$ cat src/rtl/keyframe_linear_sampler_assert.svh
// ----------------------------------------------------------------------------
// keyframe linear sampler assertion macros
// concurrent checks on clk_i, held off while rst_ni is low
// ----------------------------------------------------------------------------
`ifndef KEYFRAME_LINEAR_SAMPLER_ASSERT_SVH
`define KEYFRAME_LINEAR_SAMPLER_ASSERT_SVH

`ifndef NO_ASSERTIONS

`define KLS_ASSERT(name, prop) \
  name: assert property (@(posedge clk_i) disable iff (!rst_ni) (prop)) \
    else $error("keyframe sampler check failed");

`define KLS_ASSERT_NEXT(name, ante, cons) \
  name: assert property (@(posedge clk_i) disable iff (!rst_ni) (ante) |=> (cons)) \
    else $error("keyframe sampler sequence check failed");

`else

`define KLS_ASSERT(name, prop)

`define KLS_ASSERT_NEXT(name, ante, cons)

`endif

`endif

$ cat src/rtl/kls_pkg.sv
// ----------------------------------------------------------------------------
// kls_pkg
// types and constants shared by the keyframe linear sampler
// ----------------------------------------------------------------------------
package kls_pkg;

  localparam int DATA_W    = 32;
  localparam int SEG_W     = 6;
  localparam int SLOT_W    = 6;
  localparam int KC_W      = 7;
  localparam int NUM_SLOTS = 64;

  typedef enum logic {
    REQ_LOAD  = 1'b0,
    REQ_QUERY = 1'b1
  } req_type_e;

  typedef enum logic [1:0] {
    ST_INTERP = 2'd0,
    ST_FIRST  = 2'd1,
    ST_LAST   = 2'd2
  } sample_status_e;

  typedef enum logic [2:0] {
    S_IDLE,
    S_SCAN,
    S_DIV,
    S_MUL,
    S_FIN
  } state_e;

  typedef logic [2:0][DATA_W-1:0] vec3_t;

  typedef struct packed {
    logic                valid;
    logic                done;
    sample_status_e      status;
    logic [SEG_W-1:0]    seg;
    logic [DATA_W-1:0]   q;
    logic [DATA_W-1:0]   lo_time;
    vec3_t               lo_val;
    logic [DATA_W-1:0]   hi_time;
    vec3_t               hi_val;
  } token_t;

endpackage

$ cat src/rtl/kls_cell.sv
// ----------------------------------------------------------------------------
// kls_cell
// one keyframe slot; checks the passing query against its segment
// ----------------------------------------------------------------------------
module kls_cell (
  input  logic                        clk_i,
  input  logic                        rst_ni,
  input  logic                        first_i,
  input  logic                        active_i,
  input  logic                        last_i,
  input  logic [kls_pkg::SEG_W-1:0]   idx_i,
  input  logic                        wr_en_i,
  input  logic [kls_pkg::DATA_W-1:0]  wr_time_i,
  input  kls_pkg::vec3_t              wr_val_i,
  input  kls_pkg::token_t             tok_i,
  output kls_pkg::token_t             tok_o
);
  import kls_pkg::*;

  logic [DATA_W-1:0] key_time_q;
  vec3_t             key_val_q;
  logic              valid_q;
  token_t            tok_q;
  token_t            tok_d;

  always_ff @(posedge clk_i) begin
    if (wr_en_i) begin
      key_time_q <= wr_time_i;
      key_val_q  <= wr_val_i;
    end
  end

  always_comb begin
    tok_d = tok_i;
    if (tok_i.valid && !tok_i.done && active_i) begin
      if (first_i) begin
        tok_d.lo_time = key_time_q;
        tok_d.lo_val  = key_val_q;
        tok_d.seg     = idx_i;
        if (last_i || ($signed(tok_i.q) <= $signed(key_time_q))) begin
          tok_d.done   = 1'b1;
          tok_d.status = ST_FIRST;
        end
      end else if (($signed(tok_i.lo_time) <= $signed(tok_i.q)) &&
                   ($signed(tok_i.q) <= $signed(key_time_q))) begin
        tok_d.done    = 1'b1;
        tok_d.status  = ST_INTERP;
        tok_d.hi_time = key_time_q;
        tok_d.hi_val  = key_val_q;
      end else begin
        tok_d.lo_time = key_time_q;
        tok_d.lo_val  = key_val_q;
        tok_d.seg     = idx_i;
      end
    end
  end

  always_ff @(posedge clk_i or negedge rst_ni) begin
    if (!rst_ni) begin
      valid_q <= 1'b0;
    end else begin
      valid_q <= tok_i.valid;
    end
  end

  always_ff @(posedge clk_i) begin
    tok_q <= tok_d;
  end

  always_comb begin
    tok_o       = tok_q;
    tok_o.valid = valid_q;
  end

endmodule

$ cat config.mk
export PLATFORM = sky130hd
export DESIGN_NAME = kls_cell
export DESIGN_NICKNAME = d
export VERILOG_FILES = /design/src/rtl/keyframe_linear_sampler_assert.svh /design/src/rtl/kls_pkg.sv /design/src/rtl/kls_cell.sv
export SDC_FILE = /design/constraint.sdc
export NUM_CORES = 1
export LEC_CHECK = 0
export BUFFER_PORTS_ARGS = -buffer_cell sky130_fd_sc_hd__buf_2
export CELL_PAD_IN_SITES_DETAIL_PLACEMENT = 0
export CELL_PAD_IN_SITES_GLOBAL_PLACEMENT = 1
export CORE_AREA = 2 2 287 289
export DETAILED_ROUTE_END_ITERATION = 7
export DIE_AREA = 0 0 289 291
export HOLD_SLACK_MARGIN = 0.03
export PLACE_DENSITY = 0.48
export SYNTH_ARGS = -nofsm -noshare
export SYNTH_HDL_FRONTEND = slang
export SYNTH_SLANG_ARGS = --single-unit
$ cat constraint.sdc
create_clock -name clk_i -period 3.95 [get_ports clk_i]
set_input_delay 0.395 -clock clk_i [delete_from_list [all_inputs] [get_ports clk_i]]
set_output_delay 0.395 -clock clk_i [all_outputs]
set_load 0.05 [all_outputs]
Yosys cells after proc, flatten, opt, wreduce, memory -nomap -nowiden
Cells that the tools add are included.
{"block": "op_classes", "n_addsub": 0, "n_mul": 0, "div_mod_pow": 0, "order_cmp": 2, "n_eq_ne": 0, "shifts": 0, "muxes": 10, "n_bitwise": 0, "reduce_logical": 5}
{"operator": "$mux W128", "count": 4}
{"operator": "$mux W256", "count": 1}
{"operator": "$le A32 B32 Y1", "count": 2}
{"operator": "$mux W9", "count": 2}
{"operator": "$mux W3", "count": 2}
{"operator": "$mux W6", "count": 1}
{"operator": "$logic_and A1 B1 Y1", "count": 3}
{"operator": "$logic_not A1 Y1", "count": 1}
{"operator": "$logic_or A1 B1 Y1", "count": 1}
{"block": "totals", "reg_bits": 426, "latchBits": 0, "ram_bits": 0, "romBits": 0, "inputBits": 438, "output_inout_bits": 298, "wordCells": 34, "n_memories": 0}

Logic depth before layout (Yosys ltp)
{"block": "depth", "word_depth": 5, "depth_mapped": 12, "mapped_depth_nobuf": 10}

Least setup slack after synthesis
No wires, ideal clock.
{"block": "synth_timing", "path_type": "in2reg", "from": "in tok_i[270] (netlist bit)", "to": "reg tok_q, in the netlist tok_o[207]", "setup_ns": 0.121, "arrival_ns": 2.825, "required_ns": 3.829, "slack_ns": 1.004, "cell_stages": 12, "n_path_buf": 2, "path_cell_list": "inv_1 -> ha_1 -> nand4_1 -> nor4_1 -> a21boi_1 -> or4_1 -> a31oi_1 -> mux2i_1 -> o21ai_2 -> buf_2 -> buf_4 -> mux2_2"}
{"item": "start, declared", "line_no": "kls_cell.sv:15", "rtl": "input kls_pkg::token_t tok_i,"}
{"item": "end signal, assigned", "line_no": "kls_cell.sv:67", "rtl": "tok_q <= tok_d;"}
{"item": "end, declared", "line_no": "kls_cell.sv:23", "rtl": "token_t tok_q;"}

==> summary.md <==
The clock transition time at the flip-flop clock pins of the worst setup and hold paths works out to 60 ps. Entering global routing, the biggest net connects 73 pins. The HPWL after detailed placement is 45300 um. The number of inserted filler cells in the final layout is 8335, and the total power divided by cell area is 462 nW/um^2. In this run the core area contains 105 standard-cell rows.

Before antenna repair, the detailed router went through 4 iterations. The wire length of the first global-routing pass is 83700 um. Once detail routing completed, the nets flagged for antenna violations numbered 0. The final critical path time including I/O delays and setup was 3690 ps; the number of buffer cells added on primary ports was 735.

After synthesis, the cell types taking the most area are dfxtp_1, edfxtp_1, mux2_2. In the routed design, unresolved DRC markers number 0. The maximum VDD drop was 0.000321 V; the synthesized instance count was 959.

The final routed wire length divided by cell count was 17.6 um. The logs give 4160 ps for the data arrival time at the worst-slack endpoint and 13.3% for the total global routing track utilization. The post-layout utilization of the core is 32.0%, and the count of distinct cell types in the synthesized netlist is 40. Clock skew on the completed layout was measured at 35.2 ps.

In this run the deepest clock path goes through 3 buffers. The number of setup violations in the final report is 0. At the later pin of the worst-skew pair, clock insertion delay measures 610 ps. Kind of critical path: primary input to flip-flop.

The worst setup path is launched from a primary input. The vias per cell is 3.71, and the final RePlAce weighted congestion is 0.827. In the synthesized netlist the dominant register cell turns out to be dfxtp_1.

The top cell type's share of synthesized area is 40.6%, and the area enclosed by the die boundary is 84100 um^2. The hold violation total from the final report was 0. The proportion of synthesized flip-flops having asynchronous set or reset came out at 0.235%. The total power consumption of the routed design came out at 12.0 mW. Setup repair after global routing left no endpoint under its margin. The die is 289 um wide. The net count of the finished layout came out at 2681.

The synthesized netlist net count was 1461; the via count of the first global-routing pass was 13600. The run finished with clean final reports. The cell type contributing the most total cell area after synthesis is dfxtp_1. The max-slew violation count was 0; the vertical die dimension was 291 um. The first routing iteration left 272 violations.

The min-delay analysis places its worst path in the category primary input to flip-flop. TritonCTS created 52 clock buffers. Compared with the post-synthesis result, the final layout area differs by 77.1%. The maximum level of the CTS H-tree is 2, and the leakage power is 11.7 nW. Measured against its own limit, the worst slew margin works out to 52.9%.

The tool flagged a number of max-cap violations equal to 0. For the number of vias after detailed routing, the log shows 12200. TritonCTS built the clock tree. The final critical path takes up 93.5% of the cycle. The tools report the sort of element at the end of the critical path as a flip-flop. After routing, the total negative slack on setup checks comes to 0 ps. The per-instance average area after synthesis is 15.3 um^2, and the maximum clock rate is 0.271 GHz.

After global routing the overflow that remains totals 0. The tools report the sum of routed wire length over all layers as 58000 um. The tools report the initial antenna violation count as 8.

The library cell used most frequently in the layout, excluding fill and tap cells, is buf_2. The number of gates resized after CTS was 0. In this run, synthesis inferred 128 flip-flops with an integrated enable. The cell area after technology mapping was 14700 um^2; the core outline area was 81200 um^2. The number of storage elements in the synthesis netlist works out to 426.

The data required time of the critical path is 4420 ps, and the starting density of the core is 18.1%. The worst-margin pin slew is 700 ps. Largest driver fanout on the critical path: 23. In the final layout, the share of cells above drive strength 1 is 46.9%. In this run the clock root is driven by a clkbuf_16. During I/O placement, the number of pins put on the boundary was 736.

The top cell types in the final layout, fill and taps aside, are buf_2, dlygate4sd3_1, dfxtp_1, mux2_2, edfxtp_1. The Yosys step of the flow raised 0 warnings. The sequential share of the synthesized area came out at 66.9%. The number of sinks driven by the clock tree is 426.
[through the flow]
step / cell area (um^2) / setup slack, ps / instances / hold slack, ps
5_1_grt: 26000 / 17.9 / 3297 / 41.1
4_1_cts: 25900 / 185 / 3293 / 30.0
6_report: 26000 / 256 / 3299 / 83.3
3_5_place_dp: 20100 / 126 / 2786 / 194
3_3_place_gp: 20100 / 65.3 / 2786 / 194
2_1_floorplan: 14700 / 1000 / 959 / 99.4
[worst max-delay path: stages]
cell,delay [ps]
dlygate4sd3_1,520
buf_2,140
inv_1,50
ha_1,400
nand4_1,200
nor4_1,660
a221o_1,300
a31oi_1,70
mux2i_1,210
buf_4,180
o21ai_4,200
buf_12,190
buf_12,210
mux2_2,360
[path summary, 6_finish.rpt]
kind / startpoint / end / slack, ps / cells past startpoint
max: tok_i[287] / tok_o[130] / 260 / 14
min: idx_i[0] / tok_o[288] / 80 / 2
max reg2reg: key_time_q[11] / tok_o[83] / 300 / 14
min reg2reg: key_val_q[74] / tok_o[202] / 480 / 1
max in group asynchronous: rst_ni / valid_q / 3720 / 2
min in group asynchronous: rst_ni / valid_q / 130 / 2
[metal layers]
metal,GRT usage (%),routed length (um),vias to the layer above
li1,-,-,5883
met4,4.56,1790,4
met3,3.75,4370,97
met1,14.8,22600,5773
met5,0,23,-
met2,23.9,29200,486
[timing repair]
action,4_1_cts,5_1_grt
setup buffers,0,0
setup endpoints to repair,0,0
hold buffers,409,0
endpoints found under the hold margin,406,0
[layout make-up]
type	instances	area, um^2	area share (%)
antenna	6	15.0	0.0578
tap	1070	1340	5.16
timing repair buffer	1195	8320	32.1
clock buffer	72	1500	5.77
sequential	426	9810	37.8
clock inverter	26	299	1.15
inverter	69	259	0.998
multi-input combinational	435	4410	17.0
[synthesized netlist by cell type, types with 2 or more instances]
| cell type | count |
|---|---|
| nor2_1 | 7 |
| and4_1 | 2 |
| a21o_1 | 7 |
| mux2_2 | 167 |
| buf_4 | 17 |
| inv_1 | 69 |
| dfxtp_1 | 297 |
| nor2b_1 | 2 |
| nand3_1 | 4 |
| a21oi_1 | 25 |
| and3b_1 | 2 |
| edfxtp_1 | 128 |
| mux2_1 | 95 |
| o21ai_0 | 6 |
| ha_1 | 64 |
| nand2_1 | 12 |
| buf_2 | 12 |
| nand4_1 | 14 |
| or4_1 | 2 |
| nor3_1 | 3 |
| nor4_1 | 3 |
| a221o_1 | 2 |
| o211ai_1 | 2 |
[report_power, final]
group          switching [mW]  internal [mW]  leakage [nW]
combinational            1.25          0.804          7.05
sequential              0.130           4.84          3.77
clock                    1.98           2.99         0.886
[logic make-up after synthesis]
group / after synthesis / share of synthesized area, %
AOI/OAI and AO/OA: 53 / 2.25
adders and majority gates: 64 / 5.46
buffers and inverters: 98 / 3.05
DFF: 426 / 66.9
muxes: 263 / 20.2
and+or+nand+nor: 55 / 2.11
[flip-flops by register name, summed over array words and instances (netlist names)]
signal	count
valid_q	1
key_val_q	96
tok_o	297
key_time_q	32
(Power assumes the default switching activity.)
