[config.mk]
export PLATFORM = sky130hd
export DESIGN_NAME = kls_div
export DESIGN_NICKNAME = d
export VERILOG_FILES = /design/src/rtl/keyframe_linear_sampler_assert.svh /design/src/rtl/kls_pkg.sv /design/src/rtl/kls_div.sv
export SDC_FILE = /design/constraint.sdc
export NUM_CORES = 1
export LEC_CHECK = 0
export ABC_AREA = 1
export ABC_CLOCK_PERIOD_IN_PS = 3300
export BUFFER_PORTS_ARGS = -buffer_cell sky130_fd_sc_hd__buf_2
export CORE_ASPECT_RATIO = 2
export CORE_UTILIZATION = 45
export CTS_CLUSTER_SIZE = 16
export DETAILED_ROUTE_END_ITERATION = 8
export HOLD_SLACK_MARGIN = 0.03
export PLACE_DENSITY = 0.7
export SLEW_MARGIN = 20
export SYNTH_ARGS = -nofsm -noshare
export SYNTH_HDL_FRONTEND = slang
export SYNTH_SLANG_ARGS = --single-unit
[constraint.sdc]
create_clock -name clk_i -period 3.3 [get_ports clk_i]
set_clock_uncertainty 0.2 [all_clocks]
set_input_delay 0.495 -clock clk_i [delete_from_list [all_inputs] [get_ports clk_i]]
set_output_delay 0.495 -clock clk_i [all_outputs]
set_load 0.005 [all_outputs]
[src/rtl/keyframe_linear_sampler_assert.svh]
// ----------------------------------------------------------------------------
// keyframe linear sampler assertion macros
// concurrent checks on clk_i, held off while rst_ni is low
// ----------------------------------------------------------------------------
`ifndef KEYFRAME_LINEAR_SAMPLER_ASSERT_SVH
`define KEYFRAME_LINEAR_SAMPLER_ASSERT_SVH

`ifndef NO_ASSERTIONS

`define KLS_ASSERT(name, prop) \
  name: assert property (@(posedge clk_i) disable iff (!rst_ni) (prop)) \
    else $error("keyframe sampler check failed");

`define KLS_ASSERT_NEXT(name, ante, cons) \
  name: assert property (@(posedge clk_i) disable iff (!rst_ni) (ante) |=> (cons)) \
    else $error("keyframe sampler sequence check failed");

`else

`define KLS_ASSERT(name, prop)

`define KLS_ASSERT_NEXT(name, ante, cons)

`endif

`endif

[src/rtl/kls_pkg.sv]
// ----------------------------------------------------------------------------
// kls_pkg
// types and constants shared by the keyframe linear sampler
// ----------------------------------------------------------------------------
package kls_pkg;

  localparam int DATA_W    = 32;
  localparam int SEG_W     = 6;
  localparam int SLOT_W    = 6;
  localparam int KC_W      = 7;
  localparam int NUM_SLOTS = 64;

  typedef enum logic {
    REQ_LOAD  = 1'b0,
    REQ_QUERY = 1'b1
  } req_type_e;

  typedef enum logic [1:0] {
    ST_INTERP = 2'd0,
    ST_FIRST  = 2'd1,
    ST_LAST   = 2'd2
  } sample_status_e;

  typedef enum logic [2:0] {
    S_IDLE,
    S_SCAN,
    S_DIV,
    S_MUL,
    S_FIN
  } state_e;

  typedef logic [2:0][DATA_W-1:0] vec3_t;

  typedef struct packed {
    logic                valid;
    logic                done;
    sample_status_e      status;
    logic [SEG_W-1:0]    seg;
    logic [DATA_W-1:0]   q;
    logic [DATA_W-1:0]   lo_time;
    vec3_t               lo_val;
    logic [DATA_W-1:0]   hi_time;
    vec3_t               hi_val;
  } token_t;

endpackage

[src/rtl/kls_div.sv]
// ----------------------------------------------------------------------------
// kls_div
// restoring divider for the segment fraction, one quotient bit per cycle
// ----------------------------------------------------------------------------
module kls_div #(
  parameter int FRAC_BITS = 16
) (
  input  logic                        clk_i,
  input  logic                        rst_ni,
  input  logic                        start_i,
  input  logic [kls_pkg::DATA_W-1:0]  num_i,
  input  logic [kls_pkg::DATA_W-1:0]  den_i,
  output logic                        done_o,
  output logic [FRAC_BITS:0]          quot_o
);
  import kls_pkg::*;

  localparam int CW = $clog2(FRAC_BITS + 2);

  logic              busy_q;
  logic [CW-1:0]     cnt_q;
  logic              done_q;
  logic [DATA_W:0]   rem_q;
  logic [DATA_W-1:0] den_q;
  logic [FRAC_BITS:0] quot_q;
  logic              ge;
  logic [DATA_W:0]   rdiff;

  assign ge    = rem_q >= {1'b0, den_q};
  assign rdiff = ge ? (rem_q - {1'b0, den_q}) : rem_q;

  always_ff @(posedge clk_i or negedge rst_ni) begin
    if (!rst_ni) begin
      busy_q <= 1'b0;
      cnt_q  <= '0;
      done_q <= 1'b0;
    end else begin
      done_q <= busy_q && (cnt_q == CW'(1));
      if (start_i) begin
        busy_q <= 1'b1;
        cnt_q  <= CW'(FRAC_BITS + 1);
      end else if (busy_q) begin
        cnt_q <= cnt_q - CW'(1);
        if (cnt_q == CW'(1)) begin
          busy_q <= 1'b0;
        end
      end
    end
  end

  always_ff @(posedge clk_i) begin
    if (start_i) begin
      rem_q  <= {1'b0, num_i};
      den_q  <= den_i;
      quot_q <= '0;
    end else if (busy_q) begin
      rem_q  <= {rdiff[DATA_W-1:0], 1'b0};
      quot_q <= {quot_q[FRAC_BITS-1:0], ge};
    end
  end

  assign done_o = done_q;
  assign quot_o = quot_q;

endmodule

### Word-level counts from Yosys, hierarchy flattened

Index checks and enable logic that the tools add are counted.
Widths: inputs -> output; s select.

* bits in registers: 89
* output and inout bits: 18

* $add $sub $neg: 2
* $lt $le $gt $ge: 1
* equality and inequality tests: 1
* mux-type cells: 8
* reductions and logical operators: 2

Operators with widths (number)
* $mux 32: 3
* $ge 33x32->1: 1
* $sub 32x32->32: 1
* $mux 5: 2
* $eq 5x1->1 const B: 1
* $sub 5x1->5 const B: 1
* $mux 1: 3
* $reduce_bool 2->1: 1
* $logic_and 1x1->1: 1

### Logic depth before layout (Yosys ltp)

Gate-level depths: netlist of run 1.

* depth in word-level cells: 4
* gate-level depth with buffers: 17

### Worst setup path after synthesis of run 1

Ideal clock, no wire load.

* kind: in2reg
* start point: input port start_i
* end point: register rem_q[0] (enable)
* setup time: 409 ps
* arrival: 1763 ps
* required time: 2691 ps
* setup slack: 928 ps
* cell stages on the path: 3
* buffers on the path: 1
* path through: nor2_1 > clkinv_1 > buf_1

* longest elaborated chain between the ends: 1

Ends and longest elaborated chain
* from (decl): RTL line kls_div.sv:10 `input logic start_i,`
* $reduce_bool 2->1 (no line)
* to (signal assigned): RTL line kls_div.sv:53 `rem_q <= {1'b0, num_i};`
* to (signal assigned): RTL line kls_div.sv:57 `rem_q <= {rdiff[DATA_W-1:0], 1'b0};`
* to (decl): RTL line kls_div.sv:23 `logic [DATA_W:0] rem_q;`

No other way between the ends.
A chain may end at the register's enable or synchronous reset.

### Worst setup path in the final report of run 1

* start point: register rem_q[16]
* end point: register rem_q[13] (data pin)

* longest elaborated chain between the ends: 4

Ends and longest elaborated chain
* $ge 33x32->1: RTL line kls_div.sv:29 `assign ge = rem_q >= {1'b0, den_q};`
* $mux 32: RTL line kls_div.sv:30 `assign rdiff = ge ? (rem_q - {1'b0, den_q}) : rem_q;`
* $mux 32: RTL line kls_div.sv:56 `end else if (busy_q) begin`
* $mux 32: RTL line kls_div.sv:52 `if (start_i) begin`

No other way between the ends. The select of a mux whose other input is x is not followed.

==> run summary, run 1 <==
=====================================================================================
Run status                                                               finished clean
Net count, final                                                                 1140
Cell count after synthesis                                                        952
Area fraction in compound gates after synthesis                                0.0352
Source-to-sink clock delay at the later pin of the worst-skew pair            0.36 ns
Average via count per standard cell                                              4.74
GRT overflow                                                                        0
Xor and xnor area share after synthesis                                        0.0196
Max Fanout on Critical Path                                                        17
Max VDD drop                                                                 0.445 mV
Kind of critical path                                                    register to register
Largest family of logic cells by synthesized area                        simple AND/OR/NAND/NOR gates
Distinct cell type count after synthesis                                           36
Placed cell count                                                                1218
Synthesized area divided by synthesized cell count                           7.06 µm²
Die area                                                                   0.0155 mm²
Max-slew headroom                                                               0.487
Most used flip-flop cell after synthesis                                 sky130_fd_sc_hd__edfxtp_1
Pin count of the biggest net entering global routing                               41
P per Cell Area                                                            910 mW/mm²
Proportion of layout cells with a drive suffix above 1                          0.204
Static leakage power                                                          4.16 nW
CP startpoint kind                                                           register
DRC violations left                                                                 0
Yosys Warn Count                                                                    0
Synth Area in Simple Gates                                                      0.371
Sequential element share of the synthesized area                                0.366
Data required time at the worst endpoint                                      3.33 ns
Area of the core region                                                    0.0144 mm²
Initial antenna violation count                                                     0
Initial DRT Pass Iterations                                                         5
Post-Synth Adder-Cell Area                                                     0.0663
Number of flops mapped to enable cells by yosys                                    64
Clock Tree Buf Depth                                                                2
Synth-to-Final Area Change                                                      13.1%
Fraction of the cycle the final worst path needs                                0.834
Setup repair after global routing missed its margin                             false
Number of top-level pins                                                           85
Final Hold Fails                                                                    0
Estimated wirelength of the detail-placed design                              13.4 mm
H-tree levels                                                                       3
Routed wire length per instance                                               13.5 µm
Total wire length after detailed routing                                      16.7 mm
CTS tree                                                                          yes
Number of endpoints failing setup at the final stage                                0
Setup TNS after final layout                                                     0 ns
Actual slew at the worst max-slew pin                                        0.765 ns
Final Wtd Congestion                                                            0.933
Standard-cell rows                                                                 62
X dimension of the die                                                        88.4 µm
Commonest cells after routing, fill and taps aside                       sky130_fd_sc_hd__nand2_1, sky130_fd_sc_hd__inv_1, sky130_fd_sc_hd__buf_2
Count of placed standard cells in the final layout, fillers left out             1235
CTS root buffer                                                          sky130_fd_sc_hd__clkbuf_16
Vertical die dimension                                                         175 µm
Seq cells post-synth                                                               89
CTS-repair resized insts                                                            0
Total of buffers placed on input and output ports                                  84
Net count of the mapped netlist                                                  1054
Routed via count                                                                 5854
Maximum capacitance violations                                                      0
Max Freq                                                                      363 MHz
Global-route wire length before repair                                        27.7 mm
Antenna diode instance count                                                        0
Total GRT Usage                                                                 0.237
Iteration-0 DRC count of the detailed router                                      227
Data arrival time at the worst-slack endpoint                                 2.78 ns
Final antenna-violating net count                                                   0
Starting density of the core                                                    0.466
Vias in the first global route                                                   6115
Clock transition at path regs                                                 0.07 ns
Slew Viols, Final                                                                   0
Sinks on the clock net                                                             89
Hold WC Path Type                                                        input pin to register
Inserted Clock Buffers                                                              9
Crit path time final                                                          2.75 ns
Post-synth design cell area                                               0.00672 mm²
Kind of end point of the critical path                                       register
Fraction of registers with async set/reset                                     0.0787
Most frequent standard cell in the layout excluding fill and tap cells   sky130_fd_sc_hd__nand2_1
Mux cell area share after synthesis                                                 0
=====================================================================================
==> registers in the layout, indices dropped and copies added, names as in the netlist <==
| name | flops |
|---|---|
| done_o | 1 |
| cnt_q | 5 |
| rem_q | 33 |
| busy_q | 1 |
| den_q | 32 |
| quot_o | 17 |
==> critical path, cell delays in order (launching register included) <==
cell and delay, ns:
sky130_fd_sc_hd__edfxtp_1 0.41, sky130_fd_sc_hd__ha_1 0.38, sky130_fd_sc_hd__nand2_2 0.15, sky130_fd_sc_hd__inv_1 0.05
sky130_fd_sc_hd__nand2_1 0.06, sky130_fd_sc_hd__nand2_1 0.09, sky130_fd_sc_hd__inv_2 0.06, sky130_fd_sc_hd__nand2_1 0.10
sky130_fd_sc_hd__inv_2 0.09, sky130_fd_sc_hd__nand2_1 0.06, sky130_fd_sc_hd__nand2_1 0.09, sky130_fd_sc_hd__nand4_4 0.36
sky130_fd_sc_hd__buf_12 0.32, sky130_fd_sc_hd__nand2_2 0.07, sky130_fd_sc_hd__nand3_2 0.07, sky130_fd_sc_hd__nand2_1 0.06
==> layout make-up <==
cell class | instances | area [µm²]
multi-input cells | 630 | 3310
inverters | 218 | 818
flip-flops and latches | 89 | 2460
repair buffers | 90 | 493
fillers | 1548 | 6830
well taps | 192 | 240
clock buffers | 9 | 225
clock inverters | 7 | 58.8
==> kinds of logic after synthesis <==
logic type	Yosys count
buf+inv	233
fa+ha+maj	35
compound gates	42
xor+xnor	15
flops	89
simple gates	538
==> stage by stage <==
step | worst slack (ns) | utilization | total power, mW | hold WS (ns) | area (µm²)
after floorplan | 0.928 | - | 5.08 | -0.000591 | 6720
after CTS | 0.509 | 0.527 | 6.96 | 0.0964 | 7600
final | 0.547 | 0.527 | 6.92 | 0.102 | 7600
after global routing | 0.359 | 0.527 | 7.53 | 0.103 | 7600
after detailed placement | 0.530 | 0.506 | 5.91 | 0.136 | 7310
after global placement | 0.546 | 0.506 | 5.86 | 0.135 | 7310
==> path summary, 6_finish.rpt <==
check / startpoint / cells after the start / end / slack, ns
min in group asynchronous: rst_ni / 2 / cnt_q[3] / 0.30
max: rem_q[16] / 15 / rem_q[13] / 0.55
min: den_i[19] / 1 / den_q[19] / 0.10
max reg2reg: rem_q[16] / 15 / rem_q[13] / 0.55
min reg2reg: quot_o[16] / 2 / quot_o[16] / 0.26
max in group asynchronous: rst_ni / 2 / cnt_q[0] / 2.43
==> cell usage after synthesis, types with 3 or more instances <==
cell	count	area [µm²]
sky130_fd_sc_hd__nand2_1	336	1260
sky130_fd_sc_hd__inv_1	202	758
sky130_fd_sc_hd__edfxtp_1	64	1920
sky130_fd_sc_hd__nand2_2	59	369
sky130_fd_sc_hd__nand3_1	52	260
sky130_fd_sc_hd__nor2_1	40	150
sky130_fd_sc_hd__ha_1	34	425
sky130_fd_sc_hd__a21oi_1	18	90.1
sky130_fd_sc_hd__dfxtp_1	18	360
sky130_fd_sc_hd__o22ai_1	16	100
sky130_fd_sc_hd__inv_2	14	52.6
sky130_fd_sc_hd__nand3_2	14	140
sky130_fd_sc_hd__xnor2_1	14	123
sky130_fd_sc_hd__nor2_4	10	113
sky130_fd_sc_hd__dfrtp_1	7	175
sky130_fd_sc_hd__nand3b_1	6	45.0
sky130_fd_sc_hd__nor2_2	6	37.5
sky130_fd_sc_hd__o21ai_0	6	30.0
sky130_fd_sc_hd__clkbuf_1	5	18.8
sky130_fd_sc_hd__nand4_1	5	31.3
sky130_fd_sc_hd__buf_12	3	60.1
sky130_fd_sc_hd__buf_6	3	33.8
==> repair_timing <==
action,CTS,global route
hold buffers,1,0
hold endpoints to repair,7,0
setup buffers,0,0
==> report_power, final <==
group	leakage (nW)	total (mW)	internal, mW	switching (mW)
combinational	3.13	4.21	1.44	2.78
sequential	0.889	1.69	1.54	0.151
clock	0.141	1.02	0.526	0.490
total	4.16	6.92	3.50	3.42
==> layer usage <==
layer | wire length (µm) | share of wire | vias to the layer above | global-route usage
li1 | - | - | 3064 | -
met1 | 5990 | 0.36 | 2645 | 0.227
met2 | 9430 | 0.57 | 106 | 0.455
met3 | 457 | 0.027 | 39 | 0.0260
met4 | 778 | 0.047 | 0 | 0.149
met5 | 0 | 0 | - | 0
Power figures use the tool's default switching activity.
==> inputs of run 2 (changes only) <==
--- a/config.mk
+++ b/config.mk
@@ -6,7 +6,7 @@
 export NUM_CORES = 1
 export LEC_CHECK = 0
 export ABC_AREA = 1
-export ABC_CLOCK_PERIOD_IN_PS = 3300
+export ABC_CLOCK_PERIOD_IN_PS = 2600
 export BUFFER_PORTS_ARGS = -buffer_cell sky130_fd_sc_hd__buf_2
 export CORE_ASPECT_RATIO = 2
 export CORE_UTILIZATION = 45
==> constraint.sdc (replaced) <==
create_clock -name clk_i -period 2.6 [get_ports clk_i]
set_clock_uncertainty 0.2 [all_clocks]
set_input_delay 0.39 -clock clk_i [delete_from_list [all_inputs] [get_ports clk_i]]
set_output_delay 0.39 -clock clk_i [all_outputs]
set_load 0.005 [all_outputs]
==> run 2 against run 1 <==
  * Highest routed layer unchanged
  * Clock power up 24%
  * Worst setup slack worse by 0.46 ns
  * Final area up 9.6%
  * Utilization up 5.1 points
  * Critical path depth up 1
==> run summary, run 2 (same netlist as run 1, synthesis figures left out) <==
=====================================================================================
Maximum capacitance violations                                                      0   unchanged
Routed via count                                                                 6024   +2.9%
Final Wtd Congestion                                                            0.945   +1.2%
Most flop-heavy register                                                        rem_q
Routed wire length per instance                                               13.5 µm   about the same
DRC violations left                                                                 0   unchanged
Fraction of the cycle the final worst path needs                                0.968   +0.134
Kind of critical path                                                    register to register
Global-route wire length before repair                                        27.8 mm   +0.30%
Synth-to-Final Area Change                                                      24.1%
Max Freq                                                                      397 MHz   +9.4%
Total of buffers placed on input and output ports                                  84   unchanged
Data arrival time at the worst-slack endpoint                                 2.43 ns   -0.35 ns
Max FFs per register                                                               33   unchanged
Antenna diode instance count                                                        0   unchanged
Total wire length after detailed routing                                      17.4 mm   +4.6%
Area of the core region                                                    0.0144 mm²   unchanged
Max Fanout on Critical Path                                                        11   -6
Final Hold Fails                                                                    0   unchanged
H-tree levels                                                                       3   unchanged
Standard-cell rows                                                                 62   unchanged
P per Cell Area                                                           1140 mW/mm²   +26%
Net count, final                                                                 1197   +5.0%
Number of top-level pins                                                           85   unchanged
Estimated wirelength of the detail-placed design                              13.5 mm   +0.41%
CTS tree                                                                          yes
Sinks on the clock net                                                             89   unchanged
Total GRT Usage                                                                 0.237   -0.000502
Most frequent standard cell in the layout excluding fill and tap cells   sky130_fd_sc_hd__nand2_1
Iteration-0 DRC count of the detailed router                                      249   +9.7%
Vias in the first global route                                                   6118   +0.049%
Average via count per standard cell                                              4.66   -1.6%
Max VDD drop                                                                 0.665 mV   +49%
Worst Reg-to-Reg Cells                                                             16   +1
Worst Hold Depth                                                                    3   +2
Crit path time final                                                          2.52 ns   -0.236 ns
Clock transition at path regs                                                 0.07 ns   about the same
Data required time at the worst endpoint                                      2.51 ns   -0.82 ns
Actual slew at the worst max-slew pin                                        0.532 ns   -0.233 ns
Proportion of layout cells with a drive suffix above 1                          0.241   +0.0367
Number of endpoints failing setup at the final stage                                0   unchanged
Commonest cells after routing, fill and taps aside                       sky130_fd_sc_hd__nand2_1, sky130_fd_sc_hd__inv_1, sky130_fd_sc_hd__buf_2
Die area                                                                   0.0155 mm²   unchanged
Run status                                                               finished clean
Pin count of the biggest net entering global routing                               47   +15%
Placed cell count                                                                1240   +1.8%
Vertical die dimension                                                         175 µm   unchanged
Clock Tree Buf Depth                                                                2   unchanged
Kind of end point of the critical path                                       register
CTS root buffer                                                          sky130_fd_sc_hd__clkbuf_16
CP startpoint kind                                                           register
Slew Viols, Final                                                                   0   unchanged
Starting density of the core                                                    0.466   unchanged
Min setup slack post-route                                                  0.0826 ns   -0.464 ns
Final Hold Slack                                                            0.0951 ns   -0.00710 ns
Hold WC Path Type                                                        input pin to register
GRT overflow                                                                        0   unchanged
Static leakage power                                                          4.43 nW   +6.5%
Max-slew headroom                                                               0.645   +0.158
Inserted Clock Buffers                                                              9   unchanged
Final antenna-violating net count                                                   0   unchanged
Setup slack after placement                                                0.00646 ns   -0.524 ns
Final-layout fill cell count                                                     1435   -7.3%
Post-layout total power                                                       9.53 mW   +38%
X dimension of the die                                                        88.4 µm   unchanged
Initial antenna violation count                                                     1   +1
Count of placed standard cells in the final layout, fillers left out             1292   +4.6%
Initial DRT Pass Iterations                                                         5   unchanged
Source-to-sink clock delay at the later pin of the worst-skew pair            0.36 ns   about the same
=====================================================================================
-- run 2: changes by cell type in the layout (fill, tap and decap cells not counted), sizes merged --
cell,change
dlygate4sd3,+32
clkinv,+4
buf,+24
clkinvlp,-1
inv,-3
clkbuf,+1
-- run 2: what timing repair did --
item                                    CTS  global route
gates resized for setup                   2            29
hold buffers                             33             0
endpoints found under the setup margin    3            31
cloned                                    0             1
buffers inserted                          0             2
hold endpoints to repair                 39             0
-- run 2: cell type report --
cell class	instances	area, µm²	area share
Clock buffer	9	225	0.0270
Clock inverter	7	55.1	0.00661
Inverter	218	818	0.0982
Multi-Input combinational cell	630	3500	0.420
Sequential cell	89	2460	0.295
Tap cell	192	240	0.0288
Timing Repair Buffer	147	1030	0.124
-- run 2: stage by stage --
| stage | TNS [ns] | utilization | area, µm² |
|---|---|---|---|
| 2_1_floorplan | 0 | - | 6720 |
| 3_3_place_gp | 0 | 0.519 | 7480 |
| 3_5_place_dp | 0 | 0.519 | 7480 |
| 4_1_cts | 0 | 0.563 | 8120 |
| 5_1_grt | -0.0459 | 0.578 | 8330 |
| 6_report | 0 | 0.578 | 8330 |
-- run 2: power breakdown --
| group | total, mW | switching [mW] | internal [mW] | leakage, nW |
|---|---|---|---|---|
| sequential | 2.19 | 0.239 | 1.95 | 0.889 |
| combinational | 6.08 | 3.67 | 2.40 | 3.40 |
| clock | 1.26 | 0.600 | 0.658 | 0.139 |
-- run 2: path summary, 6_finish.rpt --
kind	to	from	slack (ns)
max	rem_q[10]	rem_q[7]	0.08
min	rem_q[0]	num_i[0]	0.1
max reg2reg	rem_q[10]	rem_q[7]	0.08
min reg2reg	quot_o[16]	quot_o[16]	0.28
max in group asynchronous	cnt_q[2]	rst_ni	1.84
min in group asynchronous	cnt_q[3]	rst_ni	0.19
-- run 2: layer usage --
layer	track usage	vias up	routed length, µm
met2	0.462	109	9770
met3	0.0302	40	389
met1	0.234	2703	6530
met5	0	-	0
met4	0.110	0	719
li1	-	3172	-
-- run 2: critical path: stages (launching register included) --
cell                        delay [ns]
sky130_fd_sc_hd__edfxtp_1         0.47
sky130_fd_sc_hd__ha_4             0.30
sky130_fd_sc_hd__nand2_2          0.14
sky130_fd_sc_hd__inv_2            0.04
sky130_fd_sc_hd__nand2_1          0.07
sky130_fd_sc_hd__nand2_2          0.08
sky130_fd_sc_hd__inv_2            0.09
sky130_fd_sc_hd__nand3_4          0.11
sky130_fd_sc_hd__nand2_2          0.10
sky130_fd_sc_hd__nand2_2          0.07
sky130_fd_sc_hd__nand2_1          0.08
sky130_fd_sc_hd__nand2_2          0.06
sky130_fd_sc_hd__nand2_4          0.11
sky130_fd_sc_hd__clkbuf_16        0.19
sky130_fd_sc_hd__nand2_2          0.06
sky130_fd_sc_hd__nand3_2          0.06
sky130_fd_sc_hd__nand2_1          0.05
==> inputs of run 3 (changes only) <==
--- a/config.mk
+++ b/config.mk
@@ -6,7 +6,7 @@
 export NUM_CORES = 1
 export LEC_CHECK = 0
 export ABC_AREA = 1
-export ABC_CLOCK_PERIOD_IN_PS = 2600
+export ABC_CLOCK_PERIOD_IN_PS = 3000
 export BUFFER_PORTS_ARGS = -buffer_cell sky130_fd_sc_hd__buf_2
 export CORE_ASPECT_RATIO = 2
 export CORE_UTILIZATION = 45
==> constraint.sdc (replaced) <==
create_clock -name clk_i -period 3 [get_ports clk_i]
set_clock_uncertainty 0.2 [all_clocks]
set_input_delay 0.45 -clock clk_i [delete_from_list [all_inputs] [get_ports clk_i]]
set_output_delay 0.45 -clock clk_i [all_outputs]
set_load 0.005 [all_outputs]
==> run 3 against run 2 <==
  * Utilization down 4.9 points
  * Non-clock buffer count down 54
  * Register-to-register slack better by 0.27 ns
  * Via count down 3.3%
==> run summary, run 3 (same netlist as run 1, synthesis figures left out) <==
=====================================================================================
Run status                                                               finished clean
Pin count of the biggest net entering global routing                               44   -6.4%
Kind of critical path                                                    register to register
Die area                                                                   0.0155 mm²   unchanged
Starting density of the core                                                    0.466   unchanged
Maximum capacitance violations                                                      0   unchanged
Slack of the worst reg-to-reg path                                            0.35 ns   +0.27 ns
Proportion of layout cells with a drive suffix above 1                          0.206   -0.0354
Estimated wirelength of the detail-placed design                              13.3 mm   -0.94%
Antenna diode instance count                                                        0   unchanged
P per Cell Area                                                            993 mW/mm²   -13%
Actual slew at the worst max-slew pin                                        0.595 ns   +0.0629 ns
Inserted Clock Buffers                                                              9   unchanged
Number of top-level pins                                                           85   unchanged
Flip-flop and latch area                                                  0.00246 mm²   unchanged
Final Wtd Congestion                                                            0.983   +4.1%
Kind of end point of the critical path                                       register
Max Fanout on Critical Path                                                         4   -7
Source-to-sink clock delay at the later pin of the worst-skew pair            0.36 ns   about the same
DRC violations left                                                                 0   unchanged
Placement-stage cell area                                                 0.00734 mm²   -1.9%
Data arrival time at the worst-slack endpoint                                 2.57 ns   +0.14 ns
Net count, final                                                                 1143   -4.5%
Fraction of the cycle the final worst path needs                                0.883   -0.0857
Routed wire length per instance                                               13.3 µm   -1.0%
Initial DRT Pass Iterations                                                         5   unchanged
Post-layout total power                                                       7.58 mW   -20%
Average via count per standard cell                                              4.71   +0.93%
Clock Tree Buf Depth                                                                2   unchanged
Hold WC Path Type                                                        input pin to register
Clock transition at path regs                                                 0.07 ns   about the same
Commonest cells after routing, fill and taps aside                       sky130_fd_sc_hd__nand2_1, sky130_fd_sc_hd__inv_1, sky130_fd_sc_hd__buf_2
Total GRT Usage                                                                 0.233   -0.00375
Slew Viols, Final                                                                   0   unchanged
Data required time at the worst endpoint                                      2.92 ns   +0.41 ns
Final Hold Fails                                                                    0   unchanged
Destination of the worst register-to-register timing path                   rem_q[23]
Postcts setup bufs                                                                  0   unchanged
X dimension of the die                                                        88.4 µm   unchanged
CTS tree                                                                          yes
Most frequent standard cell in the layout excluding fill and tap cells   sky130_fd_sc_hd__nand2_1
Sinks on the clock net                                                             89   unchanged
Final-layout fill cell count                                                     1517   +5.7%
Worst-case hold path end point                                              den_q[23]
Final core area utilization                                                     0.529   -0.0488
Worst Hold Depth                                                                    1   -2
H-tree levels                                                                       3   unchanged
Max FFs per register                                                               33   unchanged
Standard-cell rows                                                                 62   unchanged
Max VDD drop                                                                 0.464 mV   -30%
GRT overflow                                                                        0   unchanged
Worst Reg-to-Reg Cells                                                             13   -3
Max Freq                                                                      378 MHz   -4.9%
Setup repair after global routing missed its margin                             false
Total wire length after detailed routing                                      16.5 mm   -5.1%
Initial antenna violation count                                                     0   -1
Total of buffers placed on input and output ports                                  84   unchanged
Final antenna-violating net count                                                   0   unchanged
CP startpoint kind                                                           register
Crit path time final                                                          2.65 ns   +0.130 ns
Most flop-heavy register                                                        rem_q
Iteration-0 DRC count of the detailed router                                      217   -13%
Static leakage power                                                          4.18 nW   -5.6%
Global-route wire length before repair                                        26.9 mm   -3.2%
Routed via count                                                                 5826   -3.3%
Area of the core region                                                    0.0144 mm²   unchanged
Vias in the first global route                                                   5940   -2.9%
Setup TNS after final layout                                                     0 ns   unchanged
Number of endpoints failing setup at the final stage                                0   unchanged
Synth-to-Final Area Change                                                      13.6%
Area taken by multi-input logic gates                                     0.00331 mm²   -5.6%
CTS root buffer                                                          sky130_fd_sc_hd__clkbuf_16
Worst R2R Start                                                             rem_q[12]
Vertical die dimension                                                         175 µm   unchanged
Max-slew headroom                                                               0.601   -0.0444
Launch instance of the worst min-delay path                                 den_i[23]
Final design area excluding fillers                                       0.00763 mm²   -8.5%
=====================================================================================
==> run 3: cell types whose count changed in the layout (fill, tap and decap cells not counted), sizes merged <==
cell	change
buf	-21
clkbuf	+1
inv	+2
dlygate4sd3	-32
clkinv	-4
==> run 3: layer usage <==
metal	wire length, µm	share of wire	global-route usage	up-vias
met5	0	0	0	-
met3	565	0.034	0.0345	51
met1	5770	0.35	0.217	2579
met4	982	0.059	0.167	0
met2	9200	0.56	0.437	123
li1	-	-	-	3073
==> run 3: how the worst max path moves through the flow <==
stage | start | to | slack, ns | depth (start not counted)
2_1_floorplan | start_i | rem_q[0] | 0.67 | 3
3_3_place_gp | rem_q[21] | rem_q[26] | 0.34 | 11
3_5_place_dp | rem_q[21] | rem_q[25] | 0.34 | 11
4_1_cts | rem_q[21] | rem_q[26] | 0.33 | 11
5_1_grt | rem_q[12] | rem_q[23] | 0.13 | 13
6_report | rem_q[12] | rem_q[23] | 0.35 | 13
==> run 3: worst max-delay path, stage by stage (launching register included) <==
cell and delay (ns):
sky130_fd_sc_hd__edfxtp_1 0.39, sky130_fd_sc_hd__ha_1 0.41, sky130_fd_sc_hd__nand2_1 0.16, sky130_fd_sc_hd__nor2_1 0.29
sky130_fd_sc_hd__and2_1 0.17, sky130_fd_sc_hd__nand2_1 0.05, sky130_fd_sc_hd__nand2_1 0.25, sky130_fd_sc_hd__nand2_1 0.12
sky130_fd_sc_hd__nand2_1 0.08, sky130_fd_sc_hd__nand2_1 0.04, sky130_fd_sc_hd__nand2_1 0.07, sky130_fd_sc_hd__nand2_2 0.05
sky130_fd_sc_hd__nand3_1 0.07, sky130_fd_sc_hd__nand2_1 0.05
==> run 3: final cells by class <==
class	instances	area share
clock inverter	5	0.00459
multi-input combinational	630	0.434
sequential	89	0.322
tap	192	0.0315
inverter	218	0.107
clock buffer	11	0.0318
timing repair buffer	93	0.0692
==> run 3: power breakdown <==
part / leakage [nW] / internal, mW / total, mW / switching, mW
Sequential: 0.889 / 1.69 / 1.86 / 0.169
Combinational: 3.15 / 1.60 / 4.63 / 3.02
Clock: 0.141 / 0.590 / 1.09 / 0.499
Total: 4.18 / 3.89 / 7.58 / 3.69
==> run 3: what timing repair did <==
action | in CTS | in global routing
hold buffers | 1 | 0
gates resized for setup | 0 | 0
endpoints found under the hold margin | 7 | 0
==> run 3: metrics by stage <==
stage	hold slack, ns	instances	worst slack (ns)
finish	0.0618	1238	0.352
global route	0.0507	1238	0.132
CTS	0.0568	1238	0.330
detailed placement	0.0918	1221	0.340
global placement	0.0949	1221	0.337
floorplan	-0.0456	952	0.673
